[src/rtl/flms_pkg.sv]
// Package: constants, register codes and queue entry type for the line substitute block.
package flms_pkg;

  localparam int MAX_PATTERN = 8;
  localparam int MAX_REPLACE = 8;
  localparam int LINE_LIMIT  = 4095;

  localparam int LEN_W      = 4;
  localparam int BYTES_W    = 64;
  localparam int CFG_IDX_W  = 8;
  localparam int LINE_CNT_W = $clog2(LINE_LIMIT + 1);
  localparam int LIST_LEN   = (MAX_PATTERN + 1 > MAX_REPLACE) ? MAX_PATTERN + 1 : MAX_REPLACE;
  localparam int QDEPTH     = 4;
  localparam int QPTR_W     = $clog2(QDEPTH);

  localparam logic [7:0] NEWLINE = 8'd10;

  typedef enum logic [CFG_IDX_W-1:0] {
    REG_PATTERN_BYTES  = 8'd0,
    REG_PATTERN_LENGTH = 8'd1,
    REG_REPLACE_BYTES  = 8'd2,
    REG_REPLACE_LENGTH = 8'd3
  } cfg_reg_t;

  typedef struct packed {
    logic [LIST_LEN-1:0][7:0] bytes;
    logic [LEN_W-1:0]         n;
  } job_t;

endpackage

[src/rtl/flms_in_if.sv]
// Interface: input byte channel.
interface flms_in_if;
  logic       valid;
  logic       ready;
  logic [7:0] in_byte;
  logic       end_of_input;

  modport source(output valid, output in_byte, output end_of_input, input ready);
  modport sink(input valid, input in_byte, input end_of_input, output ready);
endinterface

[src/rtl/flms_out_if.sv]
// Interface: result byte channel.
interface flms_out_if;
  logic       valid;
  logic       ready;
  logic [7:0] out_byte;
  logic       last_of_run;

  modport source(output valid, output out_byte, output last_of_run, input ready);
  modport sink(input valid, input out_byte, input last_of_run, output ready);
endinterface

[src/rtl/flms_cfg_if.sv]
// Interface: configuration write channel.
interface flms_cfg_if;
  logic        valid;
  logic        ready;
  logic [7:0]  index;
  logic [63:0] wdata;

  modport source(output valid, output index, output wdata, input ready);
  modport sink(input valid, input index, input wdata, output ready);
endinterface

[src/rtl/flms_front.sv]
// Front end: configuration registers, pending window, match compare and job build.
module flms_front (
  input  logic          clk,
  input  logic          rst_n,
  flms_in_if.sink       in_ch,
  flms_cfg_if.sink      cfg_ch,
  output logic          push_valid,
  output flms_pkg::job_t push_job,
  input  logic          push_ready
);
  import flms_pkg::*;

  logic [BYTES_W-1:0]    pattern_r;
  logic [LEN_W-1:0]      pattern_len_r;
  logic [BYTES_W-1:0]    replace_r;
  logic [LEN_W-1:0]      replace_len_r;

  logic [7:0]            win_r [MAX_PATTERN];
  logic [LEN_W-1:0]      cnt_r, cnt_nxt;
  logic                  replaced_r, replaced_nxt;
  logic [LINE_CNT_W-1:0] line_cnt_r, line_cnt_nxt;

  logic [7:0]            win_pad [LIST_LEN];
  logic [7:0]            ext [LIST_LEN];
  logic [LIST_LEN-1:0][7:0] rep_list;
  logic [LIST_LEN-1:0][7:0] ext_list;
  logic [LEN_W-1:0]      plen, rlen;
  logic                  match, full, line_end, in_acc, win_wr, win_shift;
  logic [LINE_CNT_W-1:0] line_cnt_inc;

  assign cfg_ch.ready = 1'b1;
  assign in_ch.ready  = push_ready;
  assign in_acc       = in_ch.valid && in_ch.ready;

  always_comb begin
    plen = pattern_len_r;
    if (pattern_len_r == '0) plen = LEN_W'(1);
    else if (pattern_len_r > LEN_W'(MAX_PATTERN)) plen = LEN_W'(MAX_PATTERN);
    rlen = (replace_len_r > LEN_W'(MAX_REPLACE)) ? LEN_W'(MAX_REPLACE) : replace_len_r;

    for (int i = 0; i < MAX_PATTERN; i++) win_pad[i] = win_r[i];
    for (int i = MAX_PATTERN; i < LIST_LEN; i++) win_pad[i] = '0;
    for (int i = 0; i < LIST_LEN; i++) begin
      ext[i]      = (LEN_W'(i) < cnt_r) ? win_pad[i] : in_ch.in_byte;
      ext_list[i] = ext[i];
    end
    rep_list = '0;
    for (int i = 0; i < MAX_REPLACE; i++) rep_list[i] = replace_r[8*i +: 8];

    match = 1'b1;
    for (int i = 0; i < MAX_PATTERN; i++) begin
      if ((LEN_W'(i) < plen) && (ext[i] != pattern_r[8*i +: 8])) match = 1'b0;
    end
    full = (cnt_r + LEN_W'(1)) == plen;

    line_cnt_inc = line_cnt_r + LINE_CNT_W'(1);
    line_end = (in_ch.in_byte == NEWLINE) || in_ch.end_of_input ||
               (line_cnt_inc >= LINE_CNT_W'(LINE_LIMIT));

    push_job.bytes = ext_list;
    push_job.n     = '0;
    cnt_nxt        = cnt_r;
    replaced_nxt   = replaced_r;
    win_wr         = 1'b0;
    win_shift      = 1'b0;

    priority if (replaced_r) begin
      push_job.n = LEN_W'(1);
    end else if (cnt_r >= plen) begin
      push_job.n   = cnt_r + LEN_W'(1);
      cnt_nxt      = '0;
      replaced_nxt = 1'b1;
    end else if (full && match) begin
      push_job.bytes = rep_list;
      push_job.n     = rlen;
      cnt_nxt        = '0;
      replaced_nxt   = 1'b1;
    end else if (full) begin
      push_job.n = line_end ? plen : LEN_W'(1);
      cnt_nxt    = plen - LEN_W'(1);
      win_wr     = 1'b1;
      win_shift  = 1'b1;
    end else begin
      push_job.n = line_end ? cnt_r + LEN_W'(1) : '0;
      cnt_nxt    = cnt_r + LEN_W'(1);
      win_wr     = 1'b1;
    end

    line_cnt_nxt = line_cnt_inc;
    if (line_end) begin
      cnt_nxt      = '0;
      replaced_nxt = 1'b0;
      line_cnt_nxt = '0;
    end

    push_valid = in_acc && (push_job.n != '0);
  end

  always_ff @(posedge clk) begin
    if (!rst_n) begin
      pattern_r     <= '0;
      pattern_len_r <= LEN_W'(1);
      replace_r     <= '0;
      replace_len_r <= '0;
      cnt_r         <= '0;
      replaced_r    <= 1'b0;
      line_cnt_r    <= '0;
    end else begin
      if (cfg_ch.valid && cfg_ch.ready) begin
        unique case (cfg_ch.index)
          REG_PATTERN_BYTES:  pattern_r     <= cfg_ch.wdata;
          REG_PATTERN_LENGTH: pattern_len_r <= cfg_ch.wdata[LEN_W-1:0];
          REG_REPLACE_BYTES:  replace_r     <= cfg_ch.wdata;
          REG_REPLACE_LENGTH: replace_len_r <= cfg_ch.wdata[LEN_W-1:0];
          default: ;
        endcase
      end
      if (in_acc) begin
        cnt_r      <= cnt_nxt;
        replaced_r <= replaced_nxt;
        line_cnt_r <= line_cnt_nxt;
      end
    end
  end

  always_ff @(posedge clk) begin
    if (in_acc && win_wr) begin
      for (int i = 0; i < MAX_PATTERN; i++) begin
        win_r[i] <= win_shift ? ext[i+1] : ext[i];
      end
    end
  end

endmodule

[src/rtl/flms_queue.sv]
// Job queue between the front end and the output serializer.
module flms_queue (
  input  logic           clk,
  input  logic           rst_n,
  input  logic           push_valid,
  input  flms_pkg::job_t push_job,
  output logic           push_ready,
  output logic           pop_valid,
  output flms_pkg::job_t pop_job,
  input  logic           pop_ready
);
  import flms_pkg::*;

  job_t              mem [QDEPTH];
  logic [QPTR_W-1:0] wr_ptr_r, rd_ptr_r;
  logic [QPTR_W:0]   count_r;
  logic              push, pop;

  assign push_ready = count_r != (QPTR_W+1)'(QDEPTH);
  assign pop_valid  = count_r != '0;
  assign push       = push_valid && push_ready;
  assign pop        = pop_valid && pop_ready;
  assign pop_job    = mem[rd_ptr_r];

  always_ff @(posedge clk) begin
    if (push) mem[wr_ptr_r] <= push_job;
  end

  always_ff @(posedge clk) begin
    if (!rst_n) begin
      wr_ptr_r <= '0;
      rd_ptr_r <= '0;
      count_r  <= '0;
    end else begin
      if (push) wr_ptr_r <= wr_ptr_r + QPTR_W'(1);
      if (pop)  rd_ptr_r <= rd_ptr_r + QPTR_W'(1);
      if (push && !pop) count_r <= count_r + (QPTR_W+1)'(1);
      else if (pop && !push) count_r <= count_r - (QPTR_W+1)'(1);
    end
  end

endmodule

[src/rtl/flms_back.sv]
// Back end: serialize each queued job into output byte transfers.
module flms_back (
  input  logic           clk,
  input  logic           rst_n,
  input  logic           pop_valid,
  input  flms_pkg::job_t pop_job,
  output logic           pop_ready,
  flms_out_if.source     out_ch
);
  import flms_pkg::*;

  logic [LEN_W-1:0] idx_r;
  logic             last, xfer;

  assign last               = idx_r == (pop_job.n - LEN_W'(1));
  assign out_ch.valid       = pop_valid;
  assign out_ch.out_byte    = pop_job.bytes[idx_r];
  assign out_ch.last_of_run = last;
  assign xfer               = out_ch.valid && out_ch.ready;
  assign pop_ready          = xfer && last;

  always_ff @(posedge clk) begin
    if (!rst_n) begin
      idx_r <= '0;
    end else if (xfer) begin
      idx_r <= last ? '0 : idx_r + LEN_W'(1);
    end
  end

endmodule

[src/rtl/first_match_line_substitute.sv]
// Top level: first-match-per-line substitution over a byte stream.
// The block takes one text byte per cycle and replaces the leftmost match of the
// pattern in each line; the front end compares the whole window combinationally
// and places the output bytes of that input, up to eight, into a four-entry job
// queue, and the back end sends them one byte per cycle while the output is ready,
// so an input that causes n results takes n output transfers. Input stalls only
// while the queue is full; an input with zero or one result sustains one byte per
// cycle while the output is ready. Results are registered in the job queue first.
module first_match_line_substitute (
  input  logic       clk,
  input  logic       rst_n,
  flms_in_if.sink    in_ch,
  flms_out_if.source out_ch,
  flms_cfg_if.sink   cfg_ch
);
  import flms_pkg::*;

  logic push_valid, push_ready, pop_valid, pop_ready;
  job_t push_job, pop_job;

  flms_front u_front (
    .clk        (clk),
    .rst_n      (rst_n),
    .in_ch      (in_ch),
    .cfg_ch     (cfg_ch),
    .push_valid (push_valid),
    .push_job   (push_job),
    .push_ready (push_ready)
  );

  flms_queue u_queue (
    .clk        (clk),
    .rst_n      (rst_n),
    .push_valid (push_valid),
    .push_job   (push_job),
    .push_ready (push_ready),
    .pop_valid  (pop_valid),
    .pop_job    (pop_job),
    .pop_ready  (pop_ready)
  );

  flms_back u_back (
    .clk       (clk),
    .rst_n     (rst_n),
    .pop_valid (pop_valid),
    .pop_job   (pop_job),
    .pop_ready (pop_ready),
    .out_ch    (out_ch)
  );

`ifndef SYNTHESIS
  a_job_len: assert property (@(posedge clk) disable iff (!rst_n)
    push_valid |-> (push_job.n != '0) && (push_job.n <= LEN_W'(LIST_LEN)))
    else $error("job length out of range");

  a_no_push_full: assert property (@(posedge clk) disable iff (!rst_n)
    push_valid |-> push_ready)
    else $error("push into full queue");

  a_run_continues: assert property (@(posedge clk) disable iff (!rst_n)
    (out_ch.valid && out_ch.ready && !out_ch.last_of_run) |=> out_ch.valid)
    else $error("output run broken before last byte");
`endif

endmodule

[src/flat_wrapper.sv]
// flat-port wrapper written by rule: the top's interface ports become plain ports
module first_match_line_substitute_flat import flms_pkg::*;
  (clk, rst_n, in_ch_valid, in_ch_in_byte, in_ch_end_of_input, in_ch_ready, out_ch_valid, out_ch_out_byte, out_ch_last_of_run, out_ch_ready, cfg_ch_valid, cfg_ch_index, cfg_ch_wdata, cfg_ch_ready);
  flms_in_if in_ch_i ();
  flms_out_if out_ch_i ();
  flms_cfg_if cfg_ch_i ();
  input  logic clk;
  input  logic rst_n;
  input wire logic [$bits(in_ch_i.valid)-1:0] in_ch_valid;
  input wire logic [$bits(in_ch_i.in_byte)-1:0] in_ch_in_byte;
  input wire logic [$bits(in_ch_i.end_of_input)-1:0] in_ch_end_of_input;
  output wire logic [$bits(in_ch_i.ready)-1:0] in_ch_ready;
  output wire logic [$bits(out_ch_i.valid)-1:0] out_ch_valid;
  output wire logic [$bits(out_ch_i.out_byte)-1:0] out_ch_out_byte;
  output wire logic [$bits(out_ch_i.last_of_run)-1:0] out_ch_last_of_run;
  input wire logic [$bits(out_ch_i.ready)-1:0] out_ch_ready;
  input wire logic [$bits(cfg_ch_i.valid)-1:0] cfg_ch_valid;
  input wire logic [$bits(cfg_ch_i.index)-1:0] cfg_ch_index;
  input wire logic [$bits(cfg_ch_i.wdata)-1:0] cfg_ch_wdata;
  output wire logic [$bits(cfg_ch_i.ready)-1:0] cfg_ch_ready;
  assign in_ch_i.valid = in_ch_valid;
  assign in_ch_i.in_byte = in_ch_in_byte;
  assign in_ch_i.end_of_input = in_ch_end_of_input;
  assign in_ch_ready = in_ch_i.ready;
  assign out_ch_valid = out_ch_i.valid;
  assign out_ch_out_byte = out_ch_i.out_byte;
  assign out_ch_last_of_run = out_ch_i.last_of_run;
  assign out_ch_i.ready = out_ch_ready;
  assign cfg_ch_i.valid = cfg_ch_valid;
  assign cfg_ch_i.index = cfg_ch_index;
  assign cfg_ch_i.wdata = cfg_ch_wdata;
  assign cfg_ch_ready = cfg_ch_i.ready;
  first_match_line_substitute u_core (.clk(clk), .rst_n(rst_n), .in_ch(in_ch_i), .out_ch(out_ch_i), .cfg_ch(cfg_ch_i));
endmodule
[config.mk]
export PLATFORM = sky130hd
export DESIGN_NAME = first_match_line_substitute_flat
export DESIGN_NICKNAME = d
export VERILOG_FILES = /design/src/rtl/flms_pkg.sv /design/src/rtl/flms_in_if.sv /design/src/rtl/flms_out_if.sv /design/src/rtl/flms_cfg_if.sv /design/src/rtl/flms_front.sv /design/src/rtl/flms_queue.sv /design/src/rtl/flms_back.sv /design/src/rtl/first_match_line_substitute.sv /design/src/flat_wrapper.sv
export SDC_FILE = /design/constraint.sdc
export NUM_CORES = 1
export LEC_CHECK = 0
export BUFFER_PORTS_ARGS = -buffer_cell sky130_fd_sc_hd__buf_4
export CORE_MARGIN = 5
export CORE_UTILIZATION = 40
export CTS_CLUSTER_SIZE = 14
export DETAILED_ROUTE_END_ITERATION = 8
export GPL_TIMING_DRIVEN = 0
export PLACE_DENSITY_LB_ADDON = 0.12
export SETUP_SLACK_MARGIN = 0.02
export SYNTH_ARGS = -nofsm -noshare
export SYNTH_HDL_FRONTEND = slang
export SYNTH_SLANG_ARGS = --single-unit
[constraint.sdc]
create_clock -name clk -period 9.9 [get_ports clk]
set_input_delay 0.495 -clock clk [delete_from_list [all_inputs] [get_ports clk]]
set_output_delay 0.495 -clock clk [all_outputs]
set_load 0.05 [all_outputs]
# Word-level counts from Yosys, hierarchy flattened
# Memory sizes are Yosys's and may differ from the RTL's. A register that Yosys moved wholly into a read port is not among the register bits.
# Index checks and enable logic that the tools add are counted.
# word_totals
word_cells,157
input_bits,86
mem_count,2
mem_bits_rw,368
out_inout_bits,12
reg_bits,164
# mem_list
memory,depth,width,rd,rd_ports_with_merged_regs,write_ports,line_no,text
u_core.u_queue.mem,4,76,1,1,1,flms_queue.sv:14,job_t mem [QDEPTH];
u_core.u_front.win_r,8,8,8,0,8,flms_front.sv:18,logic [7:0] win_r [MAX_PATTERN];
# classes
mux,65
n_reduce_logical,32
eq_ne,16
add_sub_neg,9
magnitude_cmp,22
# op_table
op,count
$mux 72,3
$mux 8,18
$ne 8x8->1,8
$mux 4,15
$bmux 8 s4,1
$lt 3x4->1 const A,8
$mux 1,23
$logic_and 1x1->1,18
$eq 8x2->1 const B,2
$lt 1x4->1 const A,4
$lt 2x4->1 const A,4
$add 12x1->12 const B,1
$ge 12x12->1 const B,1
$mux 12,1
$reduce_and 2->1,5
$add 4x1->4 const B,2
$eq 4x4->1,2
$eq 8x1->1 const B,1
$eq 8x4->1 const B,1
$gt 4x4->1 const B,2
$logic_not 8->1,1
$sub 4x1->4 const B,2
$mux 3,2
$lt 4x5->1 const B,1
14 further kinds,18

# Longest topological paths before layout
# Gate-level depths: netlist of the first run.
# depth
depth_word,24
depth_mapped,20
ltp_nobuf,19

# By module
# Synthesis of the first run repeated with hierarchy kept, for this count alone.
# hier_totals
hier_cells,2043
area_unflattened_um2,24772.5
# by_module_without_submodules
module,instances,cells_per_inst,area_each_um2,seq_area_each_um2
flms_front,1,1498,12348.1,4984.8
flms_queue,1,445,11484.8,9308.9
flms_back,1,100,939.7,80.1

# Worst setup path before layout of the first run
# OpenSTA, ideal clock, no wires.
# synth_path
kind,register to register
from,register u_core.u_front.cnt_r[1]
to,memory u_core.u_front.win_r[0][0] (enable)
slack_ns,2.556
synth_period_minus_slack_ns,7.344
path_stages_with_launch,13
t_required_ns,9.335
arrival_ns,6.779
setup_time_ns,0.565
path_buffers,1
path_cell_list,dfxtp_1 > inv_1 > ha_1 > nor2b_1 > nor2_1 > buf_2 > a31oi_1 > a211oi_1 > and4b_1 > a21boi_0 > o32ai_4 > nor2b_1 > nor3_1
# synth_lines
item,line_no,text
start: declaration,flms_front.sv:19,"logic [LEN_W-1:0] cnt_r, cnt_nxt;"
start signal: assignment,flms_front.sv:119,cnt_r <= cnt_nxt;
end: declaration,flms_front.sv:18,

==> flow_summary_export.csv, run 1 <==
group,metric,value,unit
setup_path,path_class,"flip-flop to flip-flop",
power,switching_power,1.597,mW
clock_tree,cts_tree,"done",
yosys,yosysTopAreaCell,"edfxtp_1",
clock_tree,clk_latency,0.62,ns
setup_path,critical_path_depth,20,
floorplanning,start_util,40.38,%
floorplanning,die_y,256.6,µm
global_route,antenna_found_initial,4,
floorplanning,core-area,60250,µm²
sta,rsz0062_at_grt,"false",
setup_path,rr_worst_depth,20,
sta,hold_ws,0.1434,ns
routing,wirelength,75590,µm
power,combPwrFrac,16.7,%
setup_path,startpoint,"u_core.u_front.cnt_r[1]",
yosys,synthTopCellsByCount,"edfxtp_1, nand2_1, dfxtp_1",
clock_tree,post_cts_resized,0,
run,maxCapViolations,0,
clock_tree,ctsHoldBuffers,0,
clock_tree,cts_buffer_depth,3,
global_route,overflow,0,
yosys,synth_area_leaders,"edfxtp_1, dfxtp_1, mux4_2",
routing,drtPass1Iterations,5,
sta,timing.final.crit_share,67.01,%
yosys,synth-async-reset-ratio,0,%
power,p_sw_share,27.06,%
clock_tree,numCtsBuffers,57,
yosys,synth_seq_cells,534,
power,peakVddDrop,0.1400,mV
setup_path,reg2reg_setup_slack,3.27,ns
outcome,outcome,"completed",
global_route,grt_pass1_wl,110600,µm
floorplanning,io_pins,98,
global_route,grt_max_degree,46,
floorplanning,dieArea,65850,µm²
sta,final_hold_viol_count,0,
clock_tree,h-tree-depth,2,
yosys,ys_seq_area_share,59.09,%
yosys,ys.flop_type,"edfxtp_1",
clock_tree,clk_pin_slew,0.06,ns
setup_path,max_stage_delay,0.52,ns
clock_tree,cts.sinks,534,
routing,initialDrtViolationCount,1257,
sta,clock_skew,0.01864,ns
power,p_int,4.304,mW
cells_and_area,syn_to_final_growth,15.59,%
yosys,syn_nets,2076,
sta,post-route-min-period,6.634,ns
setup_path,crit_required,10.45,ns
power,pwr-share-clk,37.3,%
sta,worstMarginPinSlew,1.177,ns
cells_and_area,drive_gt1_share,14.69,%
sta,setup_viol,0,
yosys,avgSynthCellArea,12.34,µm²
sta,finalSetupTns,0,ns
power,seqPwrFrac,46.0,%
power,power_density,209.8,nW/µm²
sta,finalMaxSlewViolations,0,
setup_path,start_kind,"flip-flop",
setup_path,worstSetupEndpointType,"flip-flop",
yosys,yosys.cell_count.top_type,"edfxtp_1",
placed_design,globalplace.congestion,0.8959,
global_route,grt_pass1_vias,16651,
cells_and_area,fin_cells,2962,
routing,vias,16675,
yosys,syn_area,24330,µm²
floorplanning,die_w,256.6,µm
sta,relSlewSlack,21.50,%
setup_path,cpLargestDelayFamily,"compound AO/OA/AOI/OAI gates",
placed_design,port_buffers,91,
routing,postRouteAntennaNets,0,
setup_path,rr_startpoint,"u_core.u_front.cnt_r[1]",
yosys,yosysTopAreaCellShare,45.43,%
yosys,synthDistinctLibCells,72,
setup_path,critical_path.max_fanout,10,
power,p_leak,9.742,nW
setup_path,worstPathCellList,"ha_1, clkbuf_1, a21oi_4, clkbuf_1, mux2i_1, xor2_1, o221ai_1, o32ai_1, o221ai_1, o32ai_4, nor4bb_1, o31a_1, o311a_1, buf_6, ha_1, inv_1, fa_1, xor2_1, or3_1, a21boi_0",
setup_path,rr_endpoint,"u_core.u_queue.count_r[2]",
yosys,yosys_warnings,0,
yosys,syn_inst,1971,
yosys,synth_edf_count,368,
placed_design,dp_hpwl,54720,µm
setup_path,worstPathArrival,7.18,ns
routing,drcViolationCount,0,
routing,via_per_inst,5.630,
setup_path,crit_buf_inv,4,
clock_tree,postCtsSetupBuffers,0,
routing,wl_per_cell,25.52,µm
clock_tree,cts-root-buf,"clkbuf_16",
setup_path,crit_path_top_delay_cell,"o32ai_1",
cells_and_area,num-nets-final,2236,
setup_path,worstSetupEndpoint,"u_core.u_queue.count_r[2]",
placed_design,numPlacedInstances,2854,
global_route,grt_usage,22.38,%
floorplanning,rows,90,
hold_path,hold_path_class,"input port to flip-flop",
sta,fmax,150.7,MHz
-- cell usage in the layout (no fill, tap or decap), types with 23 or more instances in the layout --
| master | n |
|---|---|
| edfxtp_1 | 368 |
| nand2_1 | 301 |
| dfxtp_1 | 166 |
| nor2_1 | 138 |
| a21boi_0 | 137 |
| clkbuf_1 | 107 |
| buf_4 | 95 |
| mux2i_1 | 92 |
| mux4_2 | 92 |
| a21oi_1 | 79 |
| nor2b_1 | 61 |
| clkbuf_16 | 57 |
| inv_1 | 49 |
| xnor2_1 | 35 |
| o21ai_0 | 29 |
| a221o_1 | 28 |
| o22ai_1 | 23 |
-- final cells by class --
| cell class | instances | area, µm² |
|---|---|---|
| Fill cell | 5397 | 32120 |
| Sequential cell | 534 | 14370 |
| Multi-Input combinational cell | 1263 | 9284 |
| Clock buffer | 77 | 1602 |
| Tap cell | 782 | 978.4 |
| Timing Repair Buffer | 101 | 853.3 |
| Buffer | 124 | 506.7 |
| Clock inverter | 29 | 330.3 |
| Inverter | 50 | 187.7 |
| Antenna cell | 2 | 5.005 |
-- worst register-to-register path, delay by kind of cell (launching register included) --
family          cells  cell delay (ns)
flops               1             0.42
compound gates      8             2.94
mux                 1             0.51
buf+inv             4             0.91
fa+ha+maj           3             0.79
simple gates        2             0.64
xor+xnor            2             0.37
-- flip-flops by register name, summed over array words and instances (netlist names), named ones only --
signal,cells
u_core.u_back.idx_r,4
u_core.u_front.cnt_r,4
u_core.u_queue.rd_ptr_r,2
u_core.u_front.win_r,64
u_core.u_front.replace_len_r,4
u_core.u_queue.mem,304
u_core.u_front.pattern_len_r,4
u_core.u_front.replace_r,64
u_core.u_front.pattern_r,64
u_core.u_queue.wr_ptr_r,2
u_core.u_front.replaced_r,1
u_core.u_queue.count_r,3
u_core.u_front.line_cnt_r,12
-- stage by stage --
step	setup slack [ns]	area [µm²]	power, mW	util, %
final	3.266	28120	5.901	46.68
after global placement	-1.219	25990	3.756	43.14
after CTS	3.316	28110	5.960	46.66
after floorplan	2.556	24330	3.371	-
after global routing	2.955	28120	6.109	46.67
after detailed placement	3.243	26180	3.765	43.45
-- routing by layer --
layer	up-vias	routed length [µm]	share of wire, %	GRT usage [%]
met1	8415	32980	44	30.89
met2	503	35490	47	36.54
met4	0	2090	2.8	6.039
met3	118	5031	6.7	4.368
met5	-	0	0	0
li1	7639	-	-	-
-- cell families after synthesis --
family	synth area share (%)
AO/OA/AOI/OAI	11.50
flip-flops	59.09
XOR/XNOR	1.620
adder cells (fa/ha/maj)	1.008
buffers and inverters	2.854
other	0.01541
AND/OR/NAND/NOR	11.45
multiplexers	12.46
-- power by group through the flow --
stage | clock network [mW] | registers, mW | logic [mW]
after floorplan | 0 | 2.74 | 0.626
after global placement | 0 | 2.79 | 0.966
after detailed placement | 0 | 2.76 | 1.01
after CTS | 2.24 | 2.71 | 1.01
after global routing | 2.33 | 2.73 | 1.05
final | 2.20 | 2.71 | 0.985
-- worst min path at each step --
| stage | from | slack (ns) | endpoint | depth (start not counted) |
|---|---|---|---|---|
| 4_1_cts | cfg_ch_wdata[24] | 0.12 | u_core.u_front.pattern_r[24] | 3 |
| 3_5_place_dp | u_core.u_front.replace_r[37] | 0.46 | u_core.u_front.replace_r[37] | 2 |
| 2_1_floorplan | u_core.u_front.replace_r[14] | 0.44 | u_core.u_front.replace_r[14] | 2 |
| 5_1_grt | cfg_ch_wdata[27] | 0.13 | u_core.u_front.replace_r[27] | 3 |
| 6_report | cfg_ch_wdata[57] | 0.14 | u_core.u_front.replace_r[57] | 3 |
| 3_3_place_gp | u_core.u_front.replace_r[47] | 0.45 | u_core.u_front.replace_r[47] | 2 |
Note: power is estimated with default switching activity, not from simulation.
==> run 2, diff against run 1 <==
==> constraint.sdc (replaced) <==
create_clock -name clk -period 5.4 [get_ports clk]
set_input_delay 0.27 -clock clk [delete_from_list [all_inputs] [get_ports clk]]
set_output_delay 0.27 -clock clk [all_outputs]
set_load 0.05 [all_outputs]
==> run 2 against run 1 <==
Worst setup slack got worse by 3.2 ns. Die area did not move. Critical path type is now input port to flip-flop. Count of clock-buffer cells in the layout fell by 13. Critical path depth did not move. Flip-flop and latch count did not move. Clock power rose by 83%.
==> flow_summary_export.csv, run 2 (synthesized netlist as in run 1, its figures left out) <==
group,metric,value,unit
outcome,outcome,"completed",
global_route,antenna_found_initial,1,
floorplanning,core-area,60250,µm²
routing,via_per_inst,5.627,
power,peakVddDrop,0.3381,mV
power,seqPwrFrac,45.6,%
clock_tree,numCtsBuffers,56,
sta,final_hold_viol_count,0,
power,p_leak,10.06,nW
setup_path,path_class,"input port to flip-flop",
cells_and_area,final_util,48.52,%
power,switching_power,2.997,mW
floorplanning,rows,90,
setup_path,rr_worst_depth,15,
clock_tree,cts_buffer_depth,3,
routing,drcViolationCount,0,
clock_tree,clk_pin_slew,0.06,ns
cells_and_area,fill_cells,5281,
power,pwr-share-clk,36.9,%
power,p_sw_share,27.46,%
floorplanning,start_util,40.38,%
routing,drtPass1Iterations,6,
hold_path,min_to,"u_core.u_front.pattern_len_r[3]",
setup_path,rr_endpoint,"u_core.u_queue.mem[1][58]",
sta,hold_ws,0.04894,ns
clock_tree,cts_tree,"done",
setup_path,worstPathArrival,5.88,ns
global_route,grt_pass1_vias,17208,
sta,rsz0062_at_grt,"true",
routing,initialDrtViolationCount,1588,
routing,wirelength,77360,µm
sta,worstMarginPinSlew,1.253,ns
sta,finalMaxSlewViolations,0,
power,p_total,10.91,mW
clock_tree,clk_latency,0.64,ns
cells_and_area,largest_register_ffs,304,
global_route,overflow,0,
cells_and_area,final_common_cell,"edfxtp_1",
cells_and_area,drive_gt1_share,16.98,%
placed_design,port_buffers,91,
floorplanning,die_y,256.6,µm
clock_tree,cts-root-buf,"clkbuf_16",
run,maxCapViolations,0,
sta,fmax,187.3,MHz
global_route,grt_max_degree,56,
routing,wl_per_cell,25.44,µm
cells_and_area,largest-register,"u_core.u_queue.mem",
power,combPwrFrac,17.5,%
cells_and_area,syn_to_final_growth,20.15,%
routing,vias,17112,
power,p_int,7.916,mW
cells_and_area,mostFrequentLayoutCells,"edfxtp_1, nand2_1, dfxtp_1",
setup_path,critical_path.max_fanout,10,
cells_and_area,regArea,14380,µm²
setup_path,rr_startpoint,"u_core.u_front.cnt_r[1]",
floorplanning,io_pins,98,
routing,postRouteAntennaNets,0,
cells_and_area,num-nets-final,2312,
setup_path,reg2reg_setup_slack,0.08,ns
hold_path,hold_depth,3,
global_route,grt_usage,22.92,%
clock_tree,h-tree-depth,2,
sta,post-route-min-period,5.338,ns
placed_design,numPlacedInstances,2853,
cells_and_area,fin_cells,3041,
sta,setup_viol,0,
setup_path,crit_required,5.95,ns
placed_design,dp_hpwl,55050,µm
setup_path,worstSetupEndpointType,"flip-flop",
sta,relSlewSlack,15.81,%
sta,clock_skew,0.03442,ns
hold_path,hp-start,"cfg_ch_index[0]",
sta,timing.final.crit_share,98.85,%
power,power_density,373.3,nW/µm²
placed_design,globalplace.congestion,0.8948,
cells_and_area,multi_input_area,9588,µm²
hold_path,hold_path_class,"input port to flip-flop",
setup_path,start_kind,"input port",
clock_tree,cts.sinks,534,
global_route,grt_pass1_wl,113900,µm
floorplanning,dieArea,65850,µm²
floorplanning,die_w,256.6,µm
-- run 2: power by group through the flow --
stage	registers, mW	logic [mW]	clock network [mW]
floorplan	5.01	1.15	0
global placement	5.08	1.78	0
detailed placement	5.06	1.87	0
CTS	4.97	1.94	4.10
global route	5.00	2.03	4.27
finish	4.98	1.91	4.03
-- run 2: timing repair --
action / in CTS / in global routing
hold endpoints to repair: 136 / 0
hold buffers: 65 / 0
resized for setup: 35 / 40
setup endpoints to repair: 658 / 500
buffers inserted: 6 / 4
pin swaps: 7 / 3
cloned: 3 / 0
-- run 2: cell type report --
class	instances	share of cell area, %
Inverter	50	0.6421
Clock inverter	42	1.554
Tap cell	782	3.347
Antenna cell	4	0.03425
Timing Repair Buffer	176	5.629
Multi-Input combinational cell	1266	32.80
Clock buffer	64	5.004
Buffer	123	1.798
Sequential cell	534	49.19
-- run 2: worst max path at each step --
stage                            start  cells past startpoint                           to  slack [ns]
2_1_floorplan  u_core.u_front.cnt_r[1]                     12   u_core.u_front.win_r[0][0]        0.03
3_3_place_gp   u_core.u_front.cnt_r[1]                     11  u_core.u_front.win_r[0][21]       -2.37
3_5_place_dp   u_core.u_front.cnt_r[1]                     20    u_core.u_queue.count_r[2]       -1.24
4_1_cts        u_core.u_front.cnt_r[1]                     19    u_core.u_queue.count_r[2]       -0.14
5_1_grt        u_core.u_front.cnt_r[0]                     20    u_core.u_queue.count_r[2]       -0.08
6_report              in_ch_in_byte[5]                     20    u_core.u_queue.count_r[2]        0.06
-- run 2: critical path: stages --
cell and delay [ns]:
buf_4 0.10, clkbuf_1 0.84, clkbuf_1 0.67, mux2i_1 0.31, xnor2_1 0.20, nor4_1 0.38, a21oi_1 0.24, nor4_4 0.32
buf_4 0.20, nand2_1 0.08, nor4bb_1 0.31, o31a_2 0.23, o311a_1 0.22, buf_6 0.18, ha_1 0.21, inv_1 0.06
fa_1 0.38, xor2_1 0.16, or3_1 0.30, a21boi_0 0.20
-- run 2: routing by layer --
layer  track usage (%)  routed length (µm)  up-vias
met3             3.660                4839      128
met2             38.26               36870      581
li1                  -                   -     7791
met1             31.61               33540     8612
met4             5.756                2098        0
met5                 0                   0        -
-- run 2: per-stage QoR --
stage	setup slack, ns	area [µm²]	setup TNS, ns
after global routing	-0.08146	29220	-0.1321
after CTS	-0.1373	29010	-0.1373
after floorplan	0.03118	24340	0
after detailed placement	-1.240	26230	-505.22
after global placement	-2.372	26000	-970.61
final	0.06235	29230	0
